### config.mk
export PLATFORM = sky130hd
export DESIGN_NAME = oba_ctrl
export DESIGN_NICKNAME = d
export VERILOG_FILES = /design/src/design/oba_pkg.sv /design/src/design/oba_ctrl.sv
export SDC_FILE = /design/constraint.sdc
export NUM_CORES = 1
export LEC_CHECK = 0
export BUFFER_PORTS_ARGS = -buffer_cell sky130_fd_sc_hd__buf_4
export CAP_MARGIN = 15
export CORE_MARGIN = 4
export CORE_UTILIZATION = 25
export DETAILED_ROUTE_END_ITERATION = 7
export PLACE_DENSITY_LB_ADDON = 0.1
export SYNTH_ARGS = -nofsm -noshare
export SYNTH_HDL_FRONTEND = slang
export SYNTH_SLANG_ARGS = --single-unit
### constraint.sdc
create_clock -name clk -period 1 [get_ports clk]
set_input_delay 0.2 -clock clk [delete_from_list [all_inputs] [get_ports clk]]
set_output_delay 0.2 -clock clk [all_outputs]
set_load 0.02 [all_outputs]
### src/design/oba_pkg.sv
package oba_pkg;

	localparam logic [31:0] LOG2_10_DIV10_Q32 = 32'd1426757253;
	localparam logic [31:0] LN2_Q32           = 32'd2977044472;
	localparam int          TAYLOR_TERMS      = 12;
	localparam int          MAX_HALF_WINDOW   = 1024;
	localparam int          MAX_FRAME         = 65536;

	localparam logic [0:0]  REG_HALF_WINDOW   = 1'b0;
	localparam logic [0:0]  REG_FRAME_LENGTH  = 1'b1;

	typedef enum logic [3:0] {
		ST_IDLE,
		ST_LOG,
		ST_FRAC,
		ST_TERM_MUL,
		ST_TERM_DIV,
		ST_SCALE,
		ST_ACCUM,
		ST_DIV,
		ST_OUT
	} oba_state_t;

	typedef struct packed {
		logic load;
		logic do_log;
		logic do_frac;
		logic term_mul;
		logic term_div_start;
		logic do_scale;
		logic do_accum;
		logic div_start;
		logic out_load;
	} oba_cmd_t;

	typedef struct packed {
		logic ignore;
		logic term_last;
		logic div_done;
		logic emit;
	} oba_sts_t;

endpackage

### src/design/oba_ctrl.sv
module oba_ctrl import oba_pkg::*; (
	input  logic     clk,
	input  logic     arst_n,
	input  logic     in_valid,
	output logic     in_stall,
	output logic     out_valid,
	input  logic     out_stall,
	input  oba_sts_t sts,
	output oba_cmd_t cmd
);

	oba_state_t state_q, state_n;
	logic       out_valid_q;

	always_ff @(posedge clk or negedge arst_n) begin
		if (!arst_n) begin
			state_q     <= ST_IDLE;
			out_valid_q <= 1'b0;
		end else begin
			state_q <= state_n;
			if (cmd.out_load)
				out_valid_q <= 1'b1;
			else if (!out_stall)
				out_valid_q <= 1'b0;
		end
	end

	assign out_valid  = out_valid_q;

	always_comb begin
		state_n  = state_q;
		cmd      = '0;
		in_stall = 1'b1;
		unique case (state_q)
			ST_IDLE: begin
				in_stall = 1'b0;
				if (in_valid) begin
					cmd.load = 1'b1;
					state_n  = sts.ignore ? ST_IDLE : ST_LOG;
				end
			end
			ST_LOG: begin
				cmd.do_log = 1'b1;
				state_n    = ST_FRAC;
			end
			ST_FRAC: begin
				cmd.do_frac = 1'b1;
				state_n     = ST_TERM_MUL;
			end
			ST_TERM_MUL: begin
				cmd.term_mul = 1'b1;
				state_n      = ST_TERM_DIV;
			end
			ST_TERM_DIV: begin
				cmd.term_div_start = 1'b1;
				state_n = sts.term_last ? ST_SCALE : ST_TERM_MUL;
			end
			ST_SCALE: begin
				cmd.do_scale = 1'b1;
				state_n      = ST_ACCUM;
			end
			ST_ACCUM: begin
				cmd.do_accum = 1'b1;
				state_n      = ST_DIV;
			end
			ST_DIV: begin
				if (sts.emit) begin
					cmd.div_start = 1'b1;
					state_n       = ST_OUT;
				end else begin
					state_n = ST_IDLE;
				end
			end
			ST_OUT: begin
				// hold the quotient until the output register is free
				if (sts.div_done) begin
					if (!out_valid_q || !out_stall) begin
						cmd.out_load = 1'b1;
						state_n      = ST_IDLE;
					end
				end
			end
			default: state_n = ST_IDLE;
		endcase
	end

	a_no_load_while_full: assert property (@(posedge clk) disable iff (!arst_n)
		cmd.out_load |-> (!out_valid_q || !out_stall))
		else $error("output beat overwritten");
	a_accept_idle: assert property (@(posedge clk) disable iff (!arst_n)
		cmd.load |-> state_q == ST_IDLE)
		else $error("load outside idle");
	a_out_from_out: assert property (@(posedge clk) disable iff (!arst_n)
		cmd.out_load |=> state_q == ST_IDLE)
		else $error("bad state after output");

endmodule

**Yosys cells after proc, flatten, opt, wreduce, memory -nomap -nowiden**

Index checks and enable logic that the tools add are counted.

- Bits in registers: 5
- Input bits: 8
- Output and inout bits: 11
- Logic and storage cells: 42

- Eq/ne operators: 12
- Mux-type cells: 23
- Reductions and logical operators: 5

Operator list:

| kind | number |
|---|---|
| one-hot mux 4 bit (9 select lines) | 1 |
| 2-to-1 mux 1 bit | 17 |
| == test 4 x 3 -> 1 bit, second input constant | 4 |
| 2-to-1 mux 4 bit | 4 |
| == test 4 x 2 -> 1 bit, second input constant | 2 |
| != test 2 bit, second input constant | 3 |
| == test 4 x 1 -> 1 bit, second input constant | 1 |
| == test 4 bit, second input constant | 1 |
| zero test 4 bit | 1 |
| 2-to-1 mux 3 bit | 1 |
| AND reduction 3 bit | 1 |
| zero test 1 bit | 2 |
| != test 2 x 1 -> 1 bit, second input constant | 1 |
| logical OR 1 bit | 1 |

**Logic depth before layout (Yosys ltp)**

- Depth in word-level cells: 6
- Mapped depth: 3
- Mapped depth without buffers: 2

**Worst setup path before layout**

OpenSTA, ideal clock, no wires.

- Path kind: flip-flop to output port
- Start: register state_q[1]
- End: output cmd[7] (netlist name)
- Data arrival time: 1.164 ns
- Required time: 0.800 ns
- Slack: -0.364 ns
- Stages on the path, launching flop included: 4
- Buffers on the path: 1
- Path through: dfrtp_1 > buf_2 > nand2b_1 > nor3_1

RTL lines:

| item | RTL line | source |
|---|---|---|
| from (decl) | oba_ctrl.sv:12 | `oba_state_t state_q, state_n;` |
| from (signal assigned) | oba_ctrl.sv:20 | `state_q <= state_n;` |
| to (decl) | oba_ctrl.sv:9 | `output oba_cmd_t cmd` |

==> impl_metrics.json <==
{
  "status": "complete, but fails checks",
  "violations": "negative setup slack",
  "post-route-drc-count": 0,
  "final_core_util_pct": 71.2,
  "layout_common_cells": "buf_6 (27), buf_4 (13), nor2_4 (5), dfrtp_2 (4)",
  "grt_pass1_vias": 467,
  "crit_fanout": 4,
  "port_buffers": 18,
  "num_vias": 450,
  "crit_family": "simple AND/OR/NAND/NOR gates",
  "fin_nets": 90,
  "stdcell_count": 96,
  "rsz0062_at_grt": "yes",
  "cts_buffers": 3,
  "setup_ws_ns": -0.484,
  "clkSlewWorstSetupHoldPaths_ns": 0.04,
  "grt_max_degree": 7,
  "fp.dieH_um": 46.7,
  "netlist_area_um2": 374,
  "total_power_mw": 3.03,
  "synth_area_per_cell_um2": 9.59,
  "layout-drive-gt1-share_pct": 88.9,
  "dpl.hpwl_um": 891,
  "ys_seq_area_share_pct": 33.4,
  "path_class": "reg2out",
  "grt_usage_pct": 13.6,
  "ys_types": 21,
  "rows": 13,
  "p_leak_nw": 0.416,
  "synth_edf_count": 0,
  "overflow": 0,
  "routabilityCongestion": 0.715,
  "ys_ff_latch": 5,
  "regArea_um2": 130,
  "max_clock_freq_mhz": 674,
  "critPathSlowestCell": "dfrtp_2",
  "synthFlopType": "dfrtp_1",
  "cts_sinks": 5,
  "holdWs_ns": 0.186,
  "async_reset_ff_share_pct": 100,
  "cp.arrival_ns": 1.28,
  "ant_nets": 0,
  "cp.required_ns": 0.80,
  "syn_nets": 47,
  "coreArea_um2": 1350,
  "grt_pass1_wl_mm": 2.04,
  "setup_viol": 16,
  "die_area_um2": 2180,
  "final_common_cell": "buf_6",
  "ir_worst_vdd_uv": 1530,
  "antenna_found_initial": 0,
  "maxCapViolCount": 0,
  "slew_headroom_pct": 84.9,
  "clk_latency_ns": 0.24,
  "start_util_pct": 27.7,
  "critPathMaxStageDelay_ns": 0.43,
  "dr.pass1.iters": 2,
  "wl_per_cell_um": 12.8,
  "insertedDiodeCount": 0,
  "fillers": 104,
  "setup.worst_path.end_class": "output port",
  "h-tree-depth": 1,
  "rrSetupSlack_ns": -0.17,
  "cts_tree": "yes",
  "cts_max_path_buffers": 2,
  "fin_crit_sh_pct": 148,
  "min_period_ns": 1.48,
  "p_per_area_nw_per_um2": 3150,
  "dp.cells": 84,
  "worst-path-buf-inv": 1,
  "finalInstanceArea_um2": 961,
  "worst_slew_pin_slew_ns": 0.225,
  "ios": 19,
  "die_w_um": 46.7,
  "synthCells": 39,
  "root_buffer": "clkbuf_4",
  "syn2layout_area_growth_pct": 157,
  "cp_cell_sequence": "nor4b_4, nor2b_4, buf_6",
  "vias_per_cell": 4.69,
  "drt_iter0_markers": 4,
  "start_kind": "flip-flop",
  "routed_wl_mm": 1.23,
  "place_area_um2": 737,
  "worstHoldPathType": "in2reg",
  "ys_warn_count": 0,
  "finalHoldViolCount": 0,
  "multi_input_area_um2": 370,
  "slew_viol_final": 0,
  "skew_ns": 0.00440
}
## cells in the mapped netlist (3+ instances only)
library cell | count | area (um2)
nand2b_1 | 5 | 31.3
and3_1 | 3 | 18.8
nor2_1 | 7 | 26.3
nor3_1 | 3 | 15.0
dfrtp_1 | 5 | 125
## timing repair
action | 4_1_cts | 5_1_grt
hold buffers | 1 | 0
setup buffers | 4 | 8
resized for setup | 27 | 11
pin swaps | 8 | 10
setup endpoints to repair | 16 | 16
hold endpoints to repair | 5 | 0
gates cloned | 0 | 0
## through the flow
| step | setup slack [ns] | TNS (ns) |
|---|---|---|
| floorplan | -0.185 | -1.05 |
| global placement | -0.239 | -2.17 |
| detailed placement | -0.252 | -2.35 |
| CTS | -0.516 | -4.65 |
| global route | -0.548 | -5.45 |
| finish | -0.484 | -4.66 |
## worst paths after layout
| kind | start | end | cells past startpoint |
|---|---|---|---|
| setup / recovery | state_q[1]$_DFFE_PN0P_ | cmd[0] | 3 |
| setup reg to reg | state_q[1]$_DFFE_PN0P_ | state_q[3]$_DFFE_PN0P_ | 6 |
| max in group asynchronous | arst_n | state_q[0]$_DFFE_PN0P_ | 2 |
| hold reg to reg | out_valid$_DFFE_PN0P_ | out_valid$_DFFE_PN0P_ | 2 |
| hold / removal | sts[1] | out_valid$_DFFE_PN0P_ | 2 |
| min in group asynchronous | arst_n | out_valid$_DFFE_PN0P_ | 2 |
## kinds of logic (layout without fill, tap and decap cells)
group	after synthesis	in the layout	synth area share, %
compound gates	8	8	24.4
buf+inv	4	46	7.36
flops	5	5	33.4
simple gates	22	22	34.8
## flip-flops by register name (all words and copies together) (netlist names)
name and cells:
state_q 4, out_valid 1
## layer usage
layer / global-route usage [%] / up-vias / wire [um]
met5: 0 / - / 0
met4: 8.29 / 0 / 16
li1: - / 221 / -
met1: 14.7 / 208 / 465
met2: 24.7 / 19 / 650
met3: 1.56 / 2 / 100
## power by group
group / switching, mW / internal (mW) / total (mW)
Combinational: 1.03 / 1.33 / 2.35
Clock: 0.0821 / 0.151 / 0.233
Sequential: 0.152 / 0.292 / 0.444
## cell type report
class / instances / area share, %
Multi-Input combinational cell: 30 / 38.5
Timing Repair Buffer: 41 / 42.8
Sequential cell: 5 / 13.5
Clock buffer: 4 / 2.73
Inverter: 1 / 0.391
Tap cell: 15 / 1.95
Power figures use the tool's default switching activity.
